--- config.mk ---
export PLATFORM = sky130hd
export DESIGN_NAME = base64url_strict_decoder_flat
export DESIGN_NICKNAME = d
export VERILOG_FILES = /design/src/rtl/core/b64d_pkg.sv /design/src/rtl/core/b64d_if.sv /design/src/rtl/core/base64url_strict_decoder.sv /design/src/rtl/core/b64d_sextet_map.sv /design/src/flat_wrapper.sv
export SDC_FILE = /design/constraint.sdc
export NUM_CORES = 1
export LEC_CHECK = 0
export BUFFER_PORTS_ARGS = -buffer_cell sky130_fd_sc_hd__clkbuf_2
export CAP_MARGIN = 15
export CORE_ASPECT_RATIO = 1.4
export CORE_MARGIN = 2
export CORE_UTILIZATION = 63
export DETAILED_ROUTE_END_ITERATION = 8
export HOLD_SLACK_MARGIN = 0.06
export PLACE_DENSITY = 0.88
export REMOVE_ABC_BUFFERS = 1
export SYNTH_ARGS = -nofsm -noshare
export SYNTH_HDL_FRONTEND = slang
export SYNTH_SLANG_ARGS = --single-unit
--- constraint.sdc ---
create_clock -name i_clk -period 13.19 [get_ports i_clk]
set_input_delay 3.957 -clock i_clk [delete_from_list [all_inputs] [get_ports i_clk]]
set_output_delay 3.957 -clock i_clk [all_outputs]
set_load 0.05 [all_outputs]
--- src/rtl/core/b64d_pkg.sv ---
// Package: shared types, widths and character constants of the base64url decoder.
`default_nettype none

package b64d_pkg;

    localparam int CHAR_W   = 8;
    localparam int SEXTET_W = 6;
    localparam int COUNT_W  = 16;
    localparam int PEND_W   = 3;

    localparam logic [COUNT_W-1:0] CAPACITY_RESET = 16'hFFFF;

    // Alphabet bounds and offsets
    localparam logic [CHAR_W-1:0] CH_UPPER_A = 8'h41;
    localparam logic [CHAR_W-1:0] CH_UPPER_Z = 8'h5A;
    localparam logic [CHAR_W-1:0] CH_LOWER_A = 8'h61;
    localparam logic [CHAR_W-1:0] CH_LOWER_Z = 8'h7A;
    localparam logic [CHAR_W-1:0] CH_DIGIT_0 = 8'h30;
    localparam logic [CHAR_W-1:0] CH_DIGIT_9 = 8'h39;
    localparam logic [CHAR_W-1:0] CH_MINUS   = 8'h2D;
    localparam logic [CHAR_W-1:0] CH_UNDER   = 8'h5F;

    localparam logic [CHAR_W-1:0]   OFS_LOWER = 8'd26;
    localparam logic [CHAR_W-1:0]   OFS_DIGIT = 8'd52;
    localparam logic [SEXTET_W-1:0] VAL_MINUS = 6'd62;
    localparam logic [SEXTET_W-1:0] VAL_UNDER = 6'd63;

    // Pending bit counts
    localparam logic [PEND_W-1:0] PEND_0 = 3'd0;
    localparam logic [PEND_W-1:0] PEND_2 = 3'd2;
    localparam logic [PEND_W-1:0] PEND_4 = 3'd4;
    localparam logic [PEND_W-1:0] PEND_6 = 3'd6;

    typedef enum logic [1:0] {
        ST_OK        = 2'd0,
        ST_INVALID   = 2'd1,
        ST_TOO_SMALL = 2'd2
    } t_status;

    typedef struct packed {
        logic                ok;
        logic [SEXTET_W-1:0] value;
    } t_sextet;

endpackage

`default_nettype wire

--- src/rtl/core/b64d_if.sv ---
// Interfaces: character request channel and result channel.
`default_nettype none

interface b64d_in_if;
    logic                        valid;
    logic                        ready;
    logic [b64d_pkg::CHAR_W-1:0] character;
    logic                        end_of_text;

    modport source (output valid, output character, output end_of_text, input ready);
    modport sink   (input valid, input character, input end_of_text, output ready);
endinterface

interface b64d_out_if;
    logic                         valid;
    logic                         ready;
    logic [b64d_pkg::CHAR_W-1:0]  data_byte;
    logic                         final_res;
    logic [1:0]                   status;
    logic [b64d_pkg::COUNT_W-1:0] byte_count;

    modport source (output valid, output data_byte, output final_res, output status,
                    output byte_count, input ready);
    modport sink   (input valid, input data_byte, input final_res, input status,
                    input byte_count, output ready);
endinterface

`default_nettype wire

--- src/rtl/core/base64url_strict_decoder.sv ---
// Top level: strict base64url decoder, one character per request.
//
//  channel  | dir | payload                                       | handshake
//  ---------+-----+-----------------------------------------------+-------------
//  i_req    | in  | character[7:0], end_of_text                   | valid/ready
//  o_res    | out | data_byte[7:0], final_res, status[1:0],       | valid/ready
//           |     | byte_count[15:0]                              |
//  i_cfg_*  | in  | capacity[15:0]                                | write enable
//
// One request per cycle sustained while the output does not stall. A request
// is captured in an input register, decoded by the sextet map and the
// accumulator logic, and any result lands in the output register as it advances.
// Reset (i_rst_n low at a clock edge) clears both valid flags and the string
// state and sets capacity to 65535. A stalled output holds the decode stage,
// which holds the input register; ready falls only then.
`default_nettype none

module base64url_strict_decoder (
    input  wire logic                           i_clk,
    input  wire logic                           i_rst_n,
    b64d_in_if.sink                             i_req,
    b64d_out_if.source                          o_res,
    input  wire logic                           i_cfg_wr_en,
    input  wire logic [b64d_pkg::COUNT_W-1:0]   i_cfg_wr_data
);

    // Configuration
    logic [b64d_pkg::COUNT_W-1:0] r_capacity;

    // Input register
    logic                        r_in_valid;
    logic [b64d_pkg::CHAR_W-1:0] r_char;
    logic                        r_eot;

    // Per-string state: at most six bits are ever pending
    logic [b64d_pkg::SEXTET_W-1:0] r_acc,   n_acc;
    logic [b64d_pkg::PEND_W-1:0]   r_pend,  n_pend;
    logic [b64d_pkg::COUNT_W-1:0]  r_count, n_count;
    logic                          r_err,   n_err;

    // Output register
    logic                         r_out_valid, n_out_valid;
    logic [b64d_pkg::CHAR_W-1:0]  r_byte,      n_byte;
    logic                         r_final,     n_final;
    b64d_pkg::t_status            r_status,    n_status;
    logic [b64d_pkg::COUNT_W-1:0] r_res_count, n_res_count;

    b64d_pkg::t_sextet            w_sx;
    logic                         w_advance;
    logic [2*b64d_pkg::SEXTET_W-1:0] w_bits;

    b64d_sextet_map u_map (
        .i_char   (r_char),
        .o_sextet (w_sx)
    );

    // Decode stage moves when it holds a request and the output slot frees up
    assign w_advance   = r_in_valid && (!r_out_valid || o_res.ready);
    assign i_req.ready = !r_in_valid || w_advance;

    // Pending bits followed by the new sextet
    assign w_bits = {r_acc, w_sx.value};

    always_comb begin
        n_acc       = r_acc;
        n_pend      = r_pend;
        n_count     = r_count;
        n_err       = r_err;
        n_out_valid = 1'b0;
        n_byte      = '0;
        n_final     = 1'b0;
        n_status    = b64d_pkg::ST_OK;
        n_res_count = r_count;
        if (r_eot) begin
            // End marker: report unless an error was already given, then clear
            if (!r_err) begin
                n_out_valid = 1'b1;
                n_final     = 1'b1;
                n_status    = (r_pend == b64d_pkg::PEND_6) ? b64d_pkg::ST_INVALID
                                                           : b64d_pkg::ST_OK;
            end
            n_acc   = '0;
            n_pend  = b64d_pkg::PEND_0;
            n_count = '0;
            n_err   = 1'b0;
        end else if (r_err) begin
            // drop until end marker
        end else if (!w_sx.ok) begin
            n_err       = 1'b1;
            n_out_valid = 1'b1;
            n_final     = 1'b1;
            n_status    = b64d_pkg::ST_INVALID;
        end else begin
            case (r_pend)
                b64d_pkg::PEND_0: begin
                    n_acc  = w_sx.value;
                    n_pend = b64d_pkg::PEND_6;
                end
                b64d_pkg::PEND_2, b64d_pkg::PEND_4, b64d_pkg::PEND_6: begin
                    n_pend = r_pend - b64d_pkg::PEND_2;
                    if (r_count >= r_capacity) begin
                        n_err       = 1'b1;
                        n_out_valid = 1'b1;
                        n_final     = 1'b1;
                        n_status    = b64d_pkg::ST_TOO_SMALL;
                    end else begin
                        n_out_valid = 1'b1;
                        n_count     = r_count + 1'b1;
                        n_res_count = r_count + 1'b1;
                        // byte is the top eight of pend+6 valid bits
                        case (r_pend)
                            b64d_pkg::PEND_2: begin
                                n_byte = w_bits[7:0];
                                n_acc  = '0;
                            end
                            b64d_pkg::PEND_4: begin
                                n_byte = w_bits[9:2];
                                n_acc  = {4'b0, w_bits[1:0]};
                            end
                            default: begin
                                n_byte = w_bits[11:4];
                                n_acc  = {2'b0, w_bits[3:0]};
                            end
                        endcase
                    end
                end
                default: begin
                    // odd counts never occur
                    n_pend = b64d_pkg::PEND_0;
                end
            endcase
        end
    end

    always_ff @(posedge i_clk) begin
        if (!i_rst_n) begin
            r_capacity <= b64d_pkg::CAPACITY_RESET;
        end else if (i_cfg_wr_en) begin
            r_capacity <= i_cfg_wr_data;
        end
    end

    always_ff @(posedge i_clk) begin
        if (!i_rst_n) begin
            r_in_valid <= 1'b0;
        end else if (i_req.valid && i_req.ready) begin
            r_in_valid <= 1'b1;
        end else if (w_advance) begin
            r_in_valid <= 1'b0;
        end
    end

    always_ff @(posedge i_clk) begin
        if (i_req.valid && i_req.ready) begin
            r_char <= i_req.character;
            r_eot  <= i_req.end_of_text;
        end
    end

    always_ff @(posedge i_clk) begin
        if (!i_rst_n) begin
            r_acc   <= '0;
            r_pend  <= b64d_pkg::PEND_0;
            r_count <= '0;
            r_err   <= 1'b0;
        end else if (w_advance) begin
            r_acc   <= n_acc;
            r_pend  <= n_pend;
            r_count <= n_count;
            r_err   <= n_err;
        end
    end

    always_ff @(posedge i_clk) begin
        if (!i_rst_n) begin
            r_out_valid <= 1'b0;
        end else if (w_advance) begin
            r_out_valid <= n_out_valid;
        end else if (o_res.ready) begin
            r_out_valid <= 1'b0;
        end
    end

    always_ff @(posedge i_clk) begin
        if (w_advance && n_out_valid) begin
            r_byte      <= n_byte;
            r_final     <= n_final;
            r_status    <= n_status;
            r_res_count <= n_res_count;
        end
    end

    assign o_res.valid      = r_out_valid;
    assign o_res.data_byte  = r_byte;
    assign o_res.final_res  = r_final;
    assign o_res.status     = r_status;
    assign o_res.byte_count = r_res_count;

endmodule

`default_nettype wire

--- src/rtl/core/b64d_sextet_map.sv ---
// Character to six-bit value map for the url-safe alphabet.
`default_nettype none

module b64d_sextet_map (
    input  wire logic [b64d_pkg::CHAR_W-1:0] i_char,
    output b64d_pkg::t_sextet                o_sextet
);

    logic [b64d_pkg::CHAR_W-1:0] w_ofs;

    always_comb begin
        w_ofs    = '0;
        o_sextet = '0;
        if (i_char inside {[b64d_pkg::CH_UPPER_A : b64d_pkg::CH_UPPER_Z]}) begin
            w_ofs          = i_char - b64d_pkg::CH_UPPER_A;
            o_sextet.ok    = 1'b1;
            o_sextet.value = w_ofs[b64d_pkg::SEXTET_W-1:0];
        end else if (i_char inside {[b64d_pkg::CH_LOWER_A : b64d_pkg::CH_LOWER_Z]}) begin
            w_ofs          = i_char - b64d_pkg::CH_LOWER_A + b64d_pkg::OFS_LOWER;
            o_sextet.ok    = 1'b1;
            o_sextet.value = w_ofs[b64d_pkg::SEXTET_W-1:0];
        end else if (i_char inside {[b64d_pkg::CH_DIGIT_0 : b64d_pkg::CH_DIGIT_9]}) begin
            w_ofs          = i_char - b64d_pkg::CH_DIGIT_0 + b64d_pkg::OFS_DIGIT;
            o_sextet.ok    = 1'b1;
            o_sextet.value = w_ofs[b64d_pkg::SEXTET_W-1:0];
        end else if (i_char == b64d_pkg::CH_MINUS) begin
            o_sextet.ok    = 1'b1;
            o_sextet.value = b64d_pkg::VAL_MINUS;
        end else if (i_char == b64d_pkg::CH_UNDER) begin
            o_sextet.ok    = 1'b1;
            o_sextet.value = b64d_pkg::VAL_UNDER;
        end
    end

endmodule

`default_nettype wire

--- src/flat_wrapper.sv ---
// flat-port wrapper written by rule: the top's interface ports become plain ports
module base64url_strict_decoder_flat 
  (i_clk, i_rst_n, i_cfg_wr_en, i_cfg_wr_data, i_req_valid, i_req_character, i_req_end_of_text, i_req_ready, o_res_valid, o_res_data_byte, o_res_final_res, o_res_status, o_res_byte_count, o_res_ready);
  b64d_in_if i_req_i ();
  b64d_out_if o_res_i ();
  input  wire logic i_clk;
  input  wire logic i_rst_n;
  input  wire logic i_cfg_wr_en;
  input  wire logic [b64d_pkg::COUNT_W-1:0] i_cfg_wr_data;
  input wire logic [$bits(i_req_i.valid)-1:0] i_req_valid;
  input wire logic [$bits(i_req_i.character)-1:0] i_req_character;
  input wire logic [$bits(i_req_i.end_of_text)-1:0] i_req_end_of_text;
  output wire logic [$bits(i_req_i.ready)-1:0] i_req_ready;
  output wire logic [$bits(o_res_i.valid)-1:0] o_res_valid;
  output wire logic [$bits(o_res_i.data_byte)-1:0] o_res_data_byte;
  output wire logic [$bits(o_res_i.final_res)-1:0] o_res_final_res;
  output wire logic [$bits(o_res_i.status)-1:0] o_res_status;
  output wire logic [$bits(o_res_i.byte_count)-1:0] o_res_byte_count;
  input wire logic [$bits(o_res_i.ready)-1:0] o_res_ready;
  assign i_req_i.valid = i_req_valid;
  assign i_req_i.character = i_req_character;
  assign i_req_i.end_of_text = i_req_end_of_text;
  assign i_req_ready = i_req_i.ready;
  assign o_res_valid = o_res_i.valid;
  assign o_res_data_byte = o_res_i.data_byte;
  assign o_res_final_res = o_res_i.final_res;
  assign o_res_status = o_res_i.status;
  assign o_res_byte_count = o_res_i.byte_count;
  assign o_res_i.ready = o_res_ready;
  base64url_strict_decoder u_core (.i_clk(i_clk), .i_rst_n(i_rst_n), .i_req(i_req_i), .o_res(o_res_i), .i_cfg_wr_en(i_cfg_wr_en), .i_cfg_wr_data(i_cfg_wr_data));
endmodule
* Yosys cells after proc, flatten, opt, wreduce, memory -nomap -nowiden
Index checks and enable logic that the tools add are counted.
Storage, ports and cells: flip-flop bits (word level) 80, word-level logic and storage cells 100, output and inout bits 29, memory bits (read-only) 0, bits in latches 0, memories kept 0, bits of input ports 30, RAM bits 0
Cells by class: eq/ne operators 7, bitwise gates (word level) 2, add/sub/neg operators 7, multiplexer cells 45, shift-type cells 0, magnitude comparators 7, div/mod/pow operators 0, multipliers 0, reduce and logical (&&, ||, !) cells 19
Operators by type and width (count):
- $mux W16 | 6
- $mux W7 | 5
- $mux W6 | 4
- $mux W1 | 17
- $add A16 B1 Y16 const B | 1
- $ge A16 B16 Y1 | 1
- $ge A8 B7 Y1 const B | 2
- $le A8 B7 Y1 const B | 2
- $pmux W8 S2 | 1
- $mux W2 | 6
- $pmux W6 S2 | 1
- $sub A6 B6 Y6 const B | 2
- $mux W3 | 3
- $eq A8 B6 Y1 const B | 1
- $eq A8 B7 Y1 const B | 1
- $ge A8 B6 Y1 const B | 1
- $le A8 B6 Y1 const B | 1
- $pmux W4 S2 | 1
- $add A6 B5 Y6 const B | 1
- $add A6 B6 Y6 const B | 1
- $eq A3 B3 Y1 const B | 2
- $logic_and A1 B1 Y1 | 6
- $pmux W3 S2 | 1
- $reduce_bool A2 Y1 | 3
- 14 further kinds | 17

* Logic depth before layout (Yosys ltp)
depth in word-level cells 12, depth in mapped cells 12, depth with buffers taken out 9

* Modules after synthesis
A second synthesis with hierarchy kept.
Second synthesis, totals: cells, all modules 493, area, all modules 4584.4 µm²
By module, submodules not included:
- base64url_strict_decoder | times used 1, cells an instance 409, sequential area each 1941.9 µm², area each 3992.6 µm²
- b64d_sextet_map | times used 1, cells an instance 84, sequential area each 0.0 µm², area each 591.8 µm²

* Worst setup path after synthesis
Ideal clock, no wire load.
kind in2out, from input port o_res_ready, to output port i_req_ready, path slack 4727 ps, buffers on the path 0, cell stages on the path 2, arrival time 4506 ps, data required time 9233 ps, cells stage by stage nor2b_1 > nand2_1
Between the ends: longest elaborated chain between the ends 3
Ends and longest elaborated chain:
- start, declared | RTL line flat_wrapper.sv:19 | input wire logic [$bits(o_res_i.ready)-1:0] o_res_ready;
- $logic_or A1 B1 Y1 | RTL line base64url_strict_decoder.sv:58 | assign w_advance = r_in_valid && (!r_out_valid || o_res.ready);
- $logic_and A1 B1 Y1 | RTL line base64url_strict_decoder.sv:58
- $logic_or A1 B1 Y1 | RTL line base64url_strict_decoder.sv:59 | assign i_req.ready = !r_in_valid || w_advance;
- end, declared | RTL line flat_wrapper.sv:13 | output wire logic [$bits(i_req_i.ready)-1:0] i_req_ready;
Every way passes these cells.

* Worst setup path in the final report
Ends and elaborated chain as after synthesis.

==> flow_summary.yaml <==
setup_path:
  cp_max_fo: 5
  cp-end-kind: "output port"
  cp_slowest_cell: "nor2b_1"
  reg2reg_to: "u_core.o_res.byte_count[7]$_DFFE_PP_"
  path_delay_family: "simple AND/OR/NAND/NOR gates"
  path_class: "in -> out"
  r2r_start: "u_core.r_char[2]$_DFFE_PP_"
  reg2reg_setup_slack_ns: 8.73
  cp_slowest_stage_delay_ns: 0.24
  path_cells: "clkbuf_2, nor2b_1, nand2_1, clkbuf_2"
  cp_num_buf_inv: 2
  worstPathRequired_ns: 9.23
  cp.arrival_ns: 4.62
  critPathLaunch: "o_res_ready"
  crit_top_cell: "clkbuf_2"
  rr_worst_depth: 9
  start_kind: "primary input"
timing:
  hold-worst-slack_ns: 0.485
  fin_crit_sh: 0.650
  tns_ns: 0
  period_minus_slack_ns: 8.58
  skew_ns: 0.00672
  final_hold_viol_count: 0
  worst_slew_pin_slew_ns: 1.10
  max_freq_ghz: 0.117
  slew_headroom: 0.268
  rsz0062_at_grt: "no"
  finalSetupViolCount: 0
  finalMaxSlewViolations: 0
logic_synthesis:
  yosysUniqueCellTypes: 62
  synth_area_um2: 4550
  yosysTopAreaCellShare: 0.238
  synth_commonest_cells: "dfxtp_1, nand2_1, edfxtp_1, inv_1, nor2_1"
  synth-edff-count: 36
  synth_ff_type: "dfxtp_1"
  yosys_register_bits: 79
  yosys_warnings: 0
  synth.area.top_cells: "edfxtp_1, dfxtp_1, ha_1, nand2_1, xor2_1"
  synth.most_common_cell: "dfxtp_1"
  ys_seq_area_frac: 0.427
  yosysTopAreaCell: "edfxtp_1"
  syn_inst: 480
  syn-mean-instance-area_um2: 9.47
  async_flop_share: 0
pwr:
  p_sw_uw: 140
  p_sw_frac: 0.283
  power_frac_clock: 0.300
  ir_worst_vdd_mv: 0.0928
  leakage_uw: 0.00213
  power_frac_seq: 0.558
  combPwrFrac: 0.142
  powerDensity_nw_per_um2: 98.2
  p_int_uw: 353
global_routing:
  grt_overflow: 0
  antenna_found_initial: 0
  grt_max_degree: 35
  grt_pass1_wl_mm: 16.9
  grt_pass1_vias: 3822
  gr-usage-all-layers: 0.276
cts:
  post-cts-setup-buffers: 0
  clk_latency_ns: 0.36
  clock_path_buffers: 2
  cts_hold_buf: 0
  cts_buffers: 9
  cts.repair.resized: 0
  root_buffer: "clkbuf_8"
  htree_num_levels: 3
  cts_tree: "built"
  cts_sinks: 79
  cts.clk_slew.worst_paths_ns: 0.07
floorplan:
  rows: 36
  ioPinCount: 59
  core_um2: 6980
  die-area_um2: 7920
  die_w_um: 75.8
  die_h_um: 105
  initial_core_util: 0.651
route:
  routed_via_density: 6.21
  met3_wirelength_um: 511
  met1_length_mm: 3.64
  drc: 0
  num_vias: 3875
  wirelength_mm: 10.2
  wl_met2_mm: 5.46
  wl_per_cell_um: 16.4
  drtPass1Iterations: 5
  drt_iter0_markers: 414
  ant_nets: 0
  top_layer: "met4"
placement:
  place_congestion: 0.895
  io_buffer_count: 58
  dpl.hpwl_mm: 7.42
finish:
  multi_input_area_um2: 2380
  fillers: 521
  synthToLayoutAreaGrowth_pct: 10.5
  antenna_cells: 0
  fin_nets: 584
  drive_above_1_share: 0.166
  seqCellArea_um2: 1940
min_path:
  hold_end: "u_core.r_capacity[0]$_SDFFE_PN1P_"
  min_path_cells: 2
  hp-class: "reg -> reg"
  hold_start: "u_core.r_capacity[0]$_SDFFE_PN1P_"
flow_run:
  maxCapViolations: 0
outcome:
  status: "finished, final reports clean"
-- cells by family (layout without fill, tap and decap cells) --
family,count (synthesis),count (layout),synth area share
buffers and inverters,59,108,0.0520
multiplexers,6,6,0.0135
flip-flops,79,79,0.427
AND/OR/NAND/NOR,153,153,0.179
AO/OA/AOI/OAI,134,134,0.210
XOR/XNOR,19,19,0.0366
adder cells (fa/ha/maj),30,30,0.0826
-- placed cells by master, fill, tap and decap left out, types with 12 or more instances in the layout --
cell type	count
dfxtp_1	43
o211ai_1	15
ha_1	30
nand3_1	12
clkbuf_2	58
inv_1	31
nor2_1	31
o21ai_0	21
a31oi_1	14
nand2_1	42
edfxtp_1	36
xor2_1	17
a21oi_1	25
-- worst reg2reg max path, delay by kind of cell, from the launching register on --
kind,cells,cell delay [ns]
AND/OR/NAND/NOR,4,1.71
AO/OA/AOI/OAI,2,1.19
flip-flops,1,0.63
adder cells (fa/ha/maj),1,0.32
buffers and inverters,1,0.23
XOR/XNOR,1,0.12
-- power by group through the flow --
stage	Clock, uW	Combinational, uW	Sequential, uW
floorplan	0	30.9	297
global placement	0	67.4	280
detailed placement	0	69.7	280
CTS	152	69.9	275
global route	161	76.1	276
finish	148	69.9	275
-- state kept, by name (all words and copies together), names as in the netlist --
name	flops
u_core.r_count	16
u_core.r_capacity	16
u_core.r_err	1
u_core.r_acc	6
u_core.o_res.byte_count	16
u_core.r_pend	2
u_core.r_char	8
u_core.o_res.valid	1
u_core.r_in_valid	1
u_core.o_res.status	2
u_core.o_res.data_byte	8
u_core.r_eot	1
u_core.o_res.final_res	1
-- how the worst max path moves through the flow --
stage | cells past startpoint | end | slack [ns]
final | 4 | i_req_ready | 4.61
after global routing | 4 | i_req_ready | 4.50
after CTS | 4 | i_req_ready | 4.62
after detailed placement | 4 | i_req_ready | 4.61
after global placement | 4 | i_req_ready | 4.63
after floorplan | 2 | i_req_ready | 4.73
-- through the flow --
stage / power [uW] / util / area [um2] / setup WS (ns) / instances
after detailed placement: 350 / 0.697 / 4870 / 4.61 / 608
after global placement: 347 / 0.697 / 4870 / 4.63 / 608
final: 493 / 0.719 / 5020 / 4.61 / 624
after CTS: 497 / 0.719 / 5020 / 4.62 / 624
after global routing: 514 / 0.719 / 5020 / 4.50 / 624
after floorplan: 328 / - / 4430 / 4.73 / 453
-- cell type report --
class,count,area share
clock buffers,10,0.0254
clock inverters,6,0.00548
inverters,32,0.0239
multi-input cells,342,0.474
flip-flops and latches,79,0.387
well taps,95,0.0237
repair buffers,60,0.0608
-- per-layer routing --
| metal | track usage | up-vias |
|---|---|---|
| met2 | 0.477 | 157 |
| li1 | - | 1849 |
| met3 | 0.0562 | 49 |
| met1 | 0.283 | 1820 |
| met4 | 0.188 | 0 |
| met5 | 0 | - |
(Power assumes the default switching activity.)
